==> config.mk <==
export PLATFORM = sky130hd
export DESIGN_NAME = hinge_posture_detector_core
export DESIGN_NICKNAME = d
export VERILOG_FILES = /design/src/rtl/hpd_pkg.sv /design/src/rtl/hpd_front.sv /design/src/rtl/hpd_queue.sv /design/src/rtl/hpd_back.sv /design/src/rtl/hinge_posture_detector_core.sv
export SDC_FILE = /design/constraint.sdc
export NUM_CORES = 1
export LEC_CHECK = 0
export BUFFER_PORTS_ARGS = -buffer_cell sky130_fd_sc_hd__buf_2
export CORE_ASPECT_RATIO = 0.6
export CORE_MARGIN = 2
export CORE_UTILIZATION = 57
export CTS_CLUSTER_DIAMETER = 50
export DETAILED_ROUTE_END_ITERATION = 6
export PLACE_DENSITY = 0.73
export SYNTH_ARGS = -nofsm -noshare
export SYNTH_HDL_FRONTEND = slang
export SYNTH_SLANG_ARGS = --single-unit
==> constraint.sdc <==
create_clock -name clk -period 4.24 [get_ports clk]
set_input_delay 0.212 -clock clk [delete_from_list [all_inputs] [get_ports clk]]
set_output_delay 0.212 -clock clk [all_outputs]
set_load 0.005 [all_outputs]
==> src/rtl/hpd_pkg.sv <==
// Shared types, mode codes, register indexes and constants of the hinge posture detector.
package hpd_pkg;

  // Posture codes.
  localparam logic [2:0] MODE_CLOSING = 3'd0;
  localparam logic [2:0] MODE_LAPTOP  = 3'd1;
  localparam logic [2:0] MODE_FLAT    = 3'd2;
  localparam logic [2:0] MODE_TENT    = 3'd3;
  localparam logic [2:0] MODE_TABLET  = 3'd4;
  localparam logic [2:0] MODE_INDET   = 3'd5;
  localparam int unsigned NUM_MODES   = 6;

  // Configuration register indexes.
  localparam logic [2:0] REG_CLOSING_LIMIT      = 3'd0;
  localparam logic [2:0] REG_LAPTOP_LIMIT       = 3'd1;
  localparam logic [2:0] REG_FLAT_LIMIT         = 3'd2;
  localparam logic [2:0] REG_TENT_LIMIT         = 3'd3;
  localparam logic [2:0] REG_BAND_HYSTERESIS    = 3'd4;
  localparam logic [2:0] REG_CLOSING_HYSTERESIS = 3'd5;
  localparam logic [2:0] REG_CONFIRM_SAMPLES    = 3'd6;
  localparam logic [2:0] REG_GRAVITY_FLOOR      = 3'd7;

  // Register reset values.
  localparam logic [11:0] RST_CLOSING_LIMIT      = 12'd450;
  localparam logic [11:0] RST_LAPTOP_LIMIT       = 12'd1600;
  localparam logic [11:0] RST_FLAT_LIMIT         = 12'd2400;
  localparam logic [11:0] RST_TENT_LIMIT         = 12'd3450;
  localparam logic [9:0]  RST_BAND_HYSTERESIS    = 10'd60;
  localparam logic [9:0]  RST_CLOSING_HYSTERESIS = 10'd30;
  localparam logic [3:0]  RST_CONFIRM_SAMPLES    = 4'd3;
  localparam logic [15:0] RST_GRAVITY_FLOOR      = 16'd750;

  // Gravity confidence limits, hundredths of m/s^2.
  localparam logic [15:0] MAG_CEIL     = 16'd1300;
  localparam logic [15:0] TENT_FLOOR   = 16'd550;
  localparam logic [15:0] TOL_CLOSING  = 16'd1200;
  localparam logic [15:0] TOL_LAPTOP   = 16'd1200;
  localparam logic [15:0] TOL_FLAT     = 16'd1800;
  localparam logic [15:0] TOL_TENT     = 16'd2000;
  localparam logic [15:0] TOL_TABLET   = 16'd1500;
  localparam logic [15:0] TOL_INDET    = 16'd2000;

  localparam logic [3:0] AGREE_MAX = 4'd15;

  // Queue between front and back.
  localparam int unsigned QDEPTH = 2;
  localparam int unsigned QPTR_W = (QDEPTH > 1) ? $clog2(QDEPTH) : 1;
  localparam int unsigned QCNT_W = $clog2(QDEPTH + 1);

  typedef struct packed {
    logic signed [12:0] hinge_angle;
    logic [15:0]        base_magnitude;
    logic [15:0]        lid_magnitude;
    logic [15:0]        horizontal_accel;
  } in_item_t;

  typedef struct packed {
    logic [2:0] posture;
    logic       posture_changed;
  } out_item_t;

  typedef struct packed {
    logic [11:0] closing_limit;
    logic [11:0] laptop_limit;
    logic [11:0] flat_limit;
    logic [11:0] tent_limit;
    logic [9:0]  band_hysteresis;
    logic [9:0]  closing_hysteresis;
    logic [3:0]  confirm_samples;
    logic [15:0] gravity_floor;
  } cfg_t;

  // Everything about a sample that does not depend on the committed state.
  typedef struct packed {
    logic                 angle_neg;  // invalid angle
    logic [2:0]           angle_bin;  // band of the angle
    logic [NUM_MODES-1:0] grav_ok;    // gravity check passes, one bit per mode
    logic [3:0]           hold_up;    // rising past limit k is still inside hysteresis
    logic [3:0]           hold_dn;    // falling past limit k is still inside hysteresis
  } class_t;

endpackage

==> src/rtl/hpd_front.sv <==
// Front classifier: bins the angle, runs all gravity checks and hysteresis compares.
module hpd_front (
  input  hpd_pkg::cfg_t     cfg,
  input  hpd_pkg::in_item_t item,
  output hpd_pkg::class_t   cls
);

  logic signed [14:0] angle;
  logic signed [14:0] lim [4];
  logic signed [14:0] hy  [4];
  logic               mag_gen;
  logic               mag_tent;

  assign angle  = 15'(item.hinge_angle);
  assign lim[0] = $signed({3'b000, cfg.closing_limit});
  assign lim[1] = $signed({3'b000, cfg.laptop_limit});
  assign lim[2] = $signed({3'b000, cfg.flat_limit});
  assign lim[3] = $signed({3'b000, cfg.tent_limit});
  // The closing/laptop boundary has its own hysteresis.
  assign hy[0]  = $signed({5'b00000, cfg.closing_hysteresis});
  assign hy[1]  = $signed({5'b00000, cfg.band_hysteresis});
  assign hy[2]  = $signed({5'b00000, cfg.band_hysteresis});
  assign hy[3]  = $signed({5'b00000, cfg.band_hysteresis});

  assign mag_gen  = (item.base_magnitude >= cfg.gravity_floor) &&
                    (item.base_magnitude <= hpd_pkg::MAG_CEIL) &&
                    (item.lid_magnitude >= cfg.gravity_floor) &&
                    (item.lid_magnitude <= hpd_pkg::MAG_CEIL);
  assign mag_tent = (item.base_magnitude >= hpd_pkg::TENT_FLOOR) &&
                    (item.base_magnitude <= hpd_pkg::MAG_CEIL) &&
                    (item.lid_magnitude >= hpd_pkg::TENT_FLOOR) &&
                    (item.lid_magnitude <= hpd_pkg::MAG_CEIL);

  always_comb begin
    cls.angle_neg = item.hinge_angle < 0;
    // Bands are tested in ascending register order, as written.
    if (angle < lim[0]) begin
      cls.angle_bin = hpd_pkg::MODE_CLOSING;
    end else if (angle < lim[1]) begin
      cls.angle_bin = hpd_pkg::MODE_LAPTOP;
    end else if (angle < lim[2]) begin
      cls.angle_bin = hpd_pkg::MODE_FLAT;
    end else if (angle < lim[3]) begin
      cls.angle_bin = hpd_pkg::MODE_TENT;
    end else begin
      cls.angle_bin = hpd_pkg::MODE_TABLET;
    end

    cls.grav_ok[hpd_pkg::MODE_CLOSING] = mag_gen && (item.horizontal_accel < hpd_pkg::TOL_CLOSING);
    cls.grav_ok[hpd_pkg::MODE_LAPTOP]  = mag_gen && (item.horizontal_accel < hpd_pkg::TOL_LAPTOP);
    cls.grav_ok[hpd_pkg::MODE_FLAT]    = mag_gen && (item.horizontal_accel < hpd_pkg::TOL_FLAT);
    cls.grav_ok[hpd_pkg::MODE_TENT]    = mag_tent && (item.horizontal_accel < hpd_pkg::TOL_TENT);
    cls.grav_ok[hpd_pkg::MODE_TABLET]  = mag_gen && (item.horizontal_accel < hpd_pkg::TOL_TABLET);
    cls.grav_ok[hpd_pkg::MODE_INDET]   = mag_gen && (item.horizontal_accel < hpd_pkg::TOL_INDET);

    for (int k = 0; k < 4; k++) begin
      cls.hold_up[k] = angle < (lim[k] + hy[k]);
      cls.hold_dn[k] = angle > (lim[k] - hy[k]);
    end
  end

endmodule

==> src/rtl/hpd_queue.sv <==
// Short queue of classified samples between the front and the back.
module hpd_queue (
  input  logic              clk,
  input  logic              rst,
  input  logic              push,
  input  hpd_pkg::class_t   push_data,
  output logic              full,
  input  logic              pop,
  output logic              not_empty,
  output hpd_pkg::class_t   pop_data
);

  hpd_pkg::class_t                 mem [hpd_pkg::QDEPTH];
  logic [hpd_pkg::QPTR_W-1:0]      wr_ptr;
  logic [hpd_pkg::QPTR_W-1:0]      rd_ptr;
  logic [hpd_pkg::QCNT_W-1:0]      count;

  assign full      = count == hpd_pkg::QCNT_W'(hpd_pkg::QDEPTH);
  assign not_empty = count != '0;
  assign pop_data  = mem[rd_ptr];

  always_ff @(posedge clk) begin
    if (push) begin
      mem[wr_ptr] <= push_data;
    end
  end

  always_ff @(posedge clk) begin
    if (rst) begin
      wr_ptr <= '0;
      rd_ptr <= '0;
      count  <= '0;
    end else begin
      if (push) begin
        wr_ptr <= (wr_ptr == hpd_pkg::QPTR_W'(hpd_pkg::QDEPTH - 1)) ? '0 : wr_ptr + 1'b1;
      end
      if (pop) begin
        rd_ptr <= (rd_ptr == hpd_pkg::QPTR_W'(hpd_pkg::QDEPTH - 1)) ? '0 : rd_ptr + 1'b1;
      end
      if (push && !pop) begin
        count <= count + 1'b1;
      end else if (pop && !push) begin
        count <= count - 1'b1;
      end
    end
  end

endmodule

==> src/rtl/hpd_back.sv <==
// Back end: picks the candidate mode against the committed one and runs the commit filter.
module hpd_back (
  input  logic                clk,
  input  logic                rst,
  input  logic [3:0]          confirm_samples,
  input  logic                take,
  input  hpd_pkg::class_t     cls,
  output hpd_pkg::out_item_t  result
);

  logic [2:0] committed;
  logic [2:0] pending_mode;
  logic       pending_valid;
  logic [3:0] agree_count;

  logic [2:0] committed_next;
  logic [2:0] pending_mode_next;
  logic       pending_valid_next;
  logic [3:0] agree_count_next;
  logic       changed;
  logic [2:0] cand;
  logic [2:0] ang_mode;
  logic       jump_ok;
  logic       hold;
  logic [3:0] agree_inc;

  always_comb begin
    // Jumps between non-adjacent modes are refused, laptop and tent excepted; any jump out of indeterminate is allowed.
    jump_ok = (committed == hpd_pkg::MODE_INDET) || (committed == cls.angle_bin) ||
              (committed + 3'd1 == cls.angle_bin) || (cls.angle_bin + 3'd1 == committed) ||
              ((committed == hpd_pkg::MODE_LAPTOP) && (cls.angle_bin == hpd_pkg::MODE_TENT)) ||
              ((committed == hpd_pkg::MODE_TENT) && (cls.angle_bin == hpd_pkg::MODE_LAPTOP));

    hold = 1'b0;
    case ({committed, cls.angle_bin})
      {hpd_pkg::MODE_CLOSING, hpd_pkg::MODE_LAPTOP}:  hold = cls.hold_up[0];
      {hpd_pkg::MODE_LAPTOP,  hpd_pkg::MODE_FLAT}:    hold = cls.hold_up[1];
      {hpd_pkg::MODE_FLAT,    hpd_pkg::MODE_TENT}:    hold = cls.hold_up[2];
      {hpd_pkg::MODE_TENT,    hpd_pkg::MODE_TABLET}:  hold = cls.hold_up[3];
      {hpd_pkg::MODE_LAPTOP,  hpd_pkg::MODE_CLOSING}: hold = cls.hold_dn[0];
      {hpd_pkg::MODE_FLAT,    hpd_pkg::MODE_LAPTOP}:  hold = cls.hold_dn[1];
      {hpd_pkg::MODE_TENT,    hpd_pkg::MODE_FLAT}:    hold = cls.hold_dn[2];
      {hpd_pkg::MODE_TABLET,  hpd_pkg::MODE_TENT}:    hold = cls.hold_dn[3];
      default:                                        hold = 1'b0;
    endcase

    if (cls.angle_neg) begin
      ang_mode = hpd_pkg::MODE_LAPTOP;
    end else if (!jump_ok || hold) begin
      ang_mode = committed;
    end else begin
      ang_mode = cls.angle_bin;
    end

    // The committed mode never exceeds the indeterminate code.
    if (cls.grav_ok[committed] || cls.grav_ok[cls.angle_bin]) begin
      cand = ang_mode;
    end else if (!cls.grav_ok[hpd_pkg::MODE_TENT]) begin
      cand = hpd_pkg::MODE_INDET;
    end else begin
      cand = committed;
    end

    agree_inc          = (agree_count == hpd_pkg::AGREE_MAX) ? agree_count : agree_count + 4'd1;
    committed_next     = committed;
    pending_mode_next  = pending_mode;
    pending_valid_next = pending_valid;
    agree_count_next   = agree_count;
    changed            = 1'b0;
    if (cand == committed) begin
      agree_count_next   = '0;
      pending_valid_next = 1'b0;
    end else if (!pending_valid || (pending_mode != cand)) begin
      pending_mode_next  = cand;
      pending_valid_next = 1'b1;
      agree_count_next   = 4'd1;
    end else if (agree_inc >= confirm_samples) begin
      committed_next     = cand;
      pending_valid_next = 1'b0;
      agree_count_next   = '0;
      changed            = 1'b1;
    end else begin
      agree_count_next   = agree_inc;
    end
  end

  always_ff @(posedge clk) begin
    if (rst) begin
      committed     <= hpd_pkg::MODE_LAPTOP;
      pending_mode  <= hpd_pkg::MODE_CLOSING;
      pending_valid <= 1'b0;
      agree_count   <= '0;
    end else if (take) begin
      committed     <= committed_next;
      pending_mode  <= pending_mode_next;
      pending_valid <= pending_valid_next;
      agree_count   <= agree_count_next;
    end
  end

  always_ff @(posedge clk) begin
    if (take) begin
      result.posture         <= committed_next;
      result.posture_changed <= changed;
    end
  end

endmodule

==> src/rtl/hinge_posture_detector_core.sv <==
// Top level of the hinge posture detector: register file, front, queue and back.
// A request accepted into the queue is registered there and then in the output register
// before its result shows, when nothing is stalled. Throughput: one request per cycle
// while the output is not stalled; the back end's state update sets it.
// Reset (synchronous, rst high) restores register defaults, commits laptop, clears the
// pending candidate, empties the queue and output register and holds off new requests.
module hinge_posture_detector_core (
  input  logic                clk,
  input  logic                rst,
  input  logic                cfg_write,
  input  logic [2:0]          cfg_index,
  input  logic [15:0]         cfg_data,
  input  logic                in_valid,
  output logic                in_stall,
  input  hpd_pkg::in_item_t   in_item,
  output logic                out_valid,
  input  logic                out_stall,
  output hpd_pkg::out_item_t  out_item
);

  hpd_pkg::cfg_t   cfg;
  hpd_pkg::class_t front_cls;
  hpd_pkg::class_t back_cls;
  logic            q_full;
  logic            q_not_empty;
  logic            push;
  logic            take;

  // Configuration registers. Writes must arrive only while the block is idle; the block
  // itself does not enforce this. The front and the back read them without any shadowing.
  always_ff @(posedge clk) begin
    if (rst) begin
      cfg.closing_limit      <= hpd_pkg::RST_CLOSING_LIMIT;
      cfg.laptop_limit       <= hpd_pkg::RST_LAPTOP_LIMIT;
      cfg.flat_limit         <= hpd_pkg::RST_FLAT_LIMIT;
      cfg.tent_limit         <= hpd_pkg::RST_TENT_LIMIT;
      cfg.band_hysteresis    <= hpd_pkg::RST_BAND_HYSTERESIS;
      cfg.closing_hysteresis <= hpd_pkg::RST_CLOSING_HYSTERESIS;
      cfg.confirm_samples    <= hpd_pkg::RST_CONFIRM_SAMPLES;
      cfg.gravity_floor      <= hpd_pkg::RST_GRAVITY_FLOOR;
    end else if (cfg_write) begin
      unique case (cfg_index)
        hpd_pkg::REG_CLOSING_LIMIT:      cfg.closing_limit      <= cfg_data[11:0];
        hpd_pkg::REG_LAPTOP_LIMIT:       cfg.laptop_limit       <= cfg_data[11:0];
        hpd_pkg::REG_FLAT_LIMIT:         cfg.flat_limit         <= cfg_data[11:0];
        hpd_pkg::REG_TENT_LIMIT:         cfg.tent_limit         <= cfg_data[11:0];
        hpd_pkg::REG_BAND_HYSTERESIS:    cfg.band_hysteresis    <= cfg_data[9:0];
        hpd_pkg::REG_CLOSING_HYSTERESIS: cfg.closing_hysteresis <= cfg_data[9:0];
        hpd_pkg::REG_CONFIRM_SAMPLES:    cfg.confirm_samples    <= cfg_data[3:0];
        hpd_pkg::REG_GRAVITY_FLOOR:      cfg.gravity_floor      <= cfg_data;
        default: begin
        end
      endcase
    end
  end

  // The front stalls while reset is held and when the queue is full; it never looks
  // at the output side.
  assign in_stall = rst || q_full;
  assign push     = in_valid && !in_stall;

  hpd_front u_front (
    .cfg  (cfg),
    .item (in_item),
    .cls  (front_cls)
  );

  hpd_queue u_queue (
    .clk       (clk),
    .rst       (rst),
    .push      (push),
    .push_data (front_cls),
    .full      (q_full),
    .pop       (take),
    .not_empty (q_not_empty),
    .pop_data  (back_cls)
  );

  // The back takes the next queued sample whenever the output register is free
  // or is being emptied in this same cycle.
  assign take = q_not_empty && (!out_valid || !out_stall);

  hpd_back u_back (
    .clk             (clk),
    .rst             (rst),
    .confirm_samples (cfg.confirm_samples),
    .take            (take),
    .cls             (back_cls),
    .result          (out_item)
  );

  always_ff @(posedge clk) begin
    if (rst) begin
      out_valid <= 1'b0;
    end else if (take) begin
      out_valid <= 1'b1;
    end else if (!out_stall) begin
      out_valid <= 1'b0;
    end
  end

endmodule
==> results.md <==
- Port Buffer Count: 88
- Filler cells: approximately 2,000
- Initial DRC Count: between 900 and 1,000
- Most common cell in the netlist: ha_1
- Worst-path cell chain: inv_1, ha_1, inv_1, o21a_1, o21ai_0, a21oi_1, o21ai_0, a21oi_1, o21ai_0, a21o_1, mux2_2, a2111oi_1, ha_1, o21ai_0, a21oi_1, o311ai_0
- RSZ-0062 raised after global routing: false
- Area occupied by multi-input gates: ~0.0096 mm²
- Most used cell, CP: o21ai_0
- TritonCTS clock tree: done
- Post-synth EDFFs: 38
- Endpoints failing setup: 0
- Mean routed wirelength per cell: ~18 µm
- Status: finished, violations left
- Max incr delay on CP: roughly 0.46 ns
- Max Slew Vio Count: 0
- Antenna violations before repair: 0
- Core box area: 0.02330 mm²
- Worst EP required: around 4.4 ns
- Via density: approximately 5.9
- Hold Vio Cnt, Final: 0
- Clk sinks: between 100 and 150
- NetSw: between 1.5 and 2 mW
- Starting Density: 0.5853
- Setup_tns: 0 ns
- DRC violations left: 1
- P_int: about 2.9 mW
- Final period utilization: 0.9160
- Register area share after synthesis: 0.2379
- Routability Congestion: ~0.95
- Fmax: ~260 MHz
- Setup crit start kind: flop
- Final nets: ~2,000
- Antenna cells: 0
- Minimum clock period after layout: approximately 3.9 ns
- Drt total wl: 36.78 mm
- Die Span Y: between 100 and 150 µm
- Worst vdd ir: roughly 0.00028 V
- Synth top cells by count: ha_1, nand2_1, inv_1
- Avg Cell Area, Syn: between 8 and 9 µm²
- Top cells by area, synth: ha_1, dfxtp_1, edfxtp_1
- Top cell type's share of synthesized area: 0.2441
- Sequential standard cell area: 0.003244 mm²
- Worst Path Arrival: around 4.0 ns
- Cells after Synth: about 1,600
- MaxCap Viol Count: 0
- Comb power frac: 0.334
- Synth area leader: ha_1
- Setup slack, reg-to-reg: ~0.36 ns
- Clock-pin slew on the worst setup and hold paths: about 0.070 ns
- Total number of vias: 12,040
- Worst-path fanout max: 5
- Pin count of the biggest net entering global routing: between 60 and 70
- Share of layout cells above drive strength 1: 0.09749
- Placed cell area: 0.01445 mm²
- Sequential power share: 0.350
- Gr usage total: 0.2968
- Routed Antenna Nets: 0
- Worst setup EP type: flop
- Vias in the first global route: roughly 11,000
- Critical path type: flop to flop
- Mapped Nets: roughly 2,000
- Final worst setup slack: 0.3560 ns
- Global route overflow: 0
- Slew @ Worst Pin: about 1.2 ns
- Yosys reg bits: ~140
- Leak Pwr: 6.843 nW
- Area added between synthesis and finish: 10.29%
- Io pins: just over 90
- Main synth FF type: dfxtp_1
- Max-slew headroom: 0.2004
- CTS buffer count: 17
- Slowest stage cell, crit path: a2111oi_1
- Clock share of power: 0.317
- Rows: 43
- DIE WIDTH: slightly above 200 µm
- Post-synthesis cell type count: 75
- Die Area: roughly 0.025 mm²
- Post-synthesis cell area: around 0.014 mm²
- DP Worst Slack: 0.3145 ns
- Failing checks: design-rule violations
- Hold Crit Class: input port to flop
- Hold_ws: approximately 0.034 ns
- Post-Layout Inst Area: 0.01504 mm²
- Synth Warn #: 0
- PwrDens: between 300 and 400 mW/mm²
- H-tree Lvls: 4
- Worst-Skew Late Latency: around 0.44 ns
- Detailed placer's ending HPWL: a little under 30 mm
- CTS Root Cell: clkbuf_16
- Net Sw Frac: 0.3615
- Final Skew: 0.006570 ns
- Share of synthesized registers carrying an async set or reset: 0
- TritonRoute pass-1 iters: 7
- Clock Path Buffers: 2
- First-pass GRT wire length: a little under 60 mm
cells by family (layout without fill, tap and decap cells):
family / after synthesis / count (layout) / share of synthesized area
compound gates: 455 / 455 / 0.2212
simple gates: 422 / 422 / 0.1492
fa+ha+maj: 274 / 274 / 0.2558
buf+inv: 210 / 312 / 0.05919
flops: 143 / 143 / 0.2379
xor+xnor: 76 / 76 / 0.04882
mux: 31 / 31 / 0.02790
power by group through the flow:
| stage | sequential [mW] | combinational [mW] | clock [mW] |
|---|---|---|---|
| detailed placement | 1.62 | 1.48 | 0 |
| CTS | 1.59 | 1.50 | 1.46 |
| finish | 1.59 | 1.52 | 1.44 |
| global placement | 1.61 | 1.44 | 0 |
| floorplan | 1.59 | 1.06 | 0 |
| global route | 1.60 | 1.68 | 1.51 |
final timing paths:
check | to | cells past startpoint | startpoint
max | u_queue.mem[1][5]$_DFFE_PP_ | 16 | cfg[32]$_SDFFE_PP1P_
max reg2reg | u_queue.mem[1][5]$_DFFE_PP_ | 16 | cfg[32]$_SDFFE_PP1P_
min reg2reg | cfg[4]$_SDFFE_PP0P_ | 2 | cfg[4]$_SDFFE_PP0P_
min | cfg[13]$_SDFFE_PP0P_ | 3 | cfg_data[13]
what timing repair did:
action,4_1_cts,5_1_grt
hold endpoints to repair,3,0
buffers inserted,0,0
hold buffers,3,0
resized for setup,0,5
endpoints found under the setup margin,0,9
final cells by class:
cell class	count	share of cell area
Multi-Input combinational cell	1258	0.6375
Sequential cell	143	0.2158
Timing Repair Buffer	113	0.04227
Inverter	167	0.04169
Clock buffer	18	0.02854
Tap cell	315	0.02621
Clock inverter	14	0.008071
sequential cells by signal (all words and copies together) (netlist names), 2 cells and up, named ones only:
register,count
cfg,88
u_queue.mem,34
u_queue.count,2
u_back.agree_count,4
u_back.pending_mode,3
u_back.committed,3
u_back.result,4
placed cells by master, fill, tap and decap left out, types with 19 or more instances in the layout:
cell type,instances
nand4_1,20
mux2i_1,20
nand2b_1,28
buf_4,22
inv_1,166
a21o_1,57
nand3_1,30
o211ai_1,38
a21boi_0,19
buf_2,88
nor2b_1,26
dfxtp_1,104
a21oi_1,122
edfxtp_1,38
o21ai_0,75
ha_1,266
xnor2_1,61
nor2_1,61
nor3_1,21
o21a_1,52
nand2_1,183
per-stage QoR:
stage               std cells  power, mW    util
floorplan                1611      2.650       -
global placement         1993      3.054  0.6204
detailed placement       1993      3.099  0.6204
CTS                      2028      4.549  0.6454
global route             2028      4.796  0.6455
finish                   2028      4.557  0.6455
critical path: cells and delay by family (launching register included):
kind	cells	cell delay (ns)
AO/OA/AOI/OAI	11	1.99
adder cells (fa/ha/maj)	2	0.60
flip-flops	1	0.41
multiplexers	1	0.33
buffers and inverters	2	0.24
routing by layer:
metal / GRT usage / share of wire
met5: 0 / 0
met4: 0.06797 / 0.012
met3: 0.04997 / 0.086
met2: 0.4226 / 0.39
met1: 0.4599 / 0.51
Power figures use the tool's default switching activity.
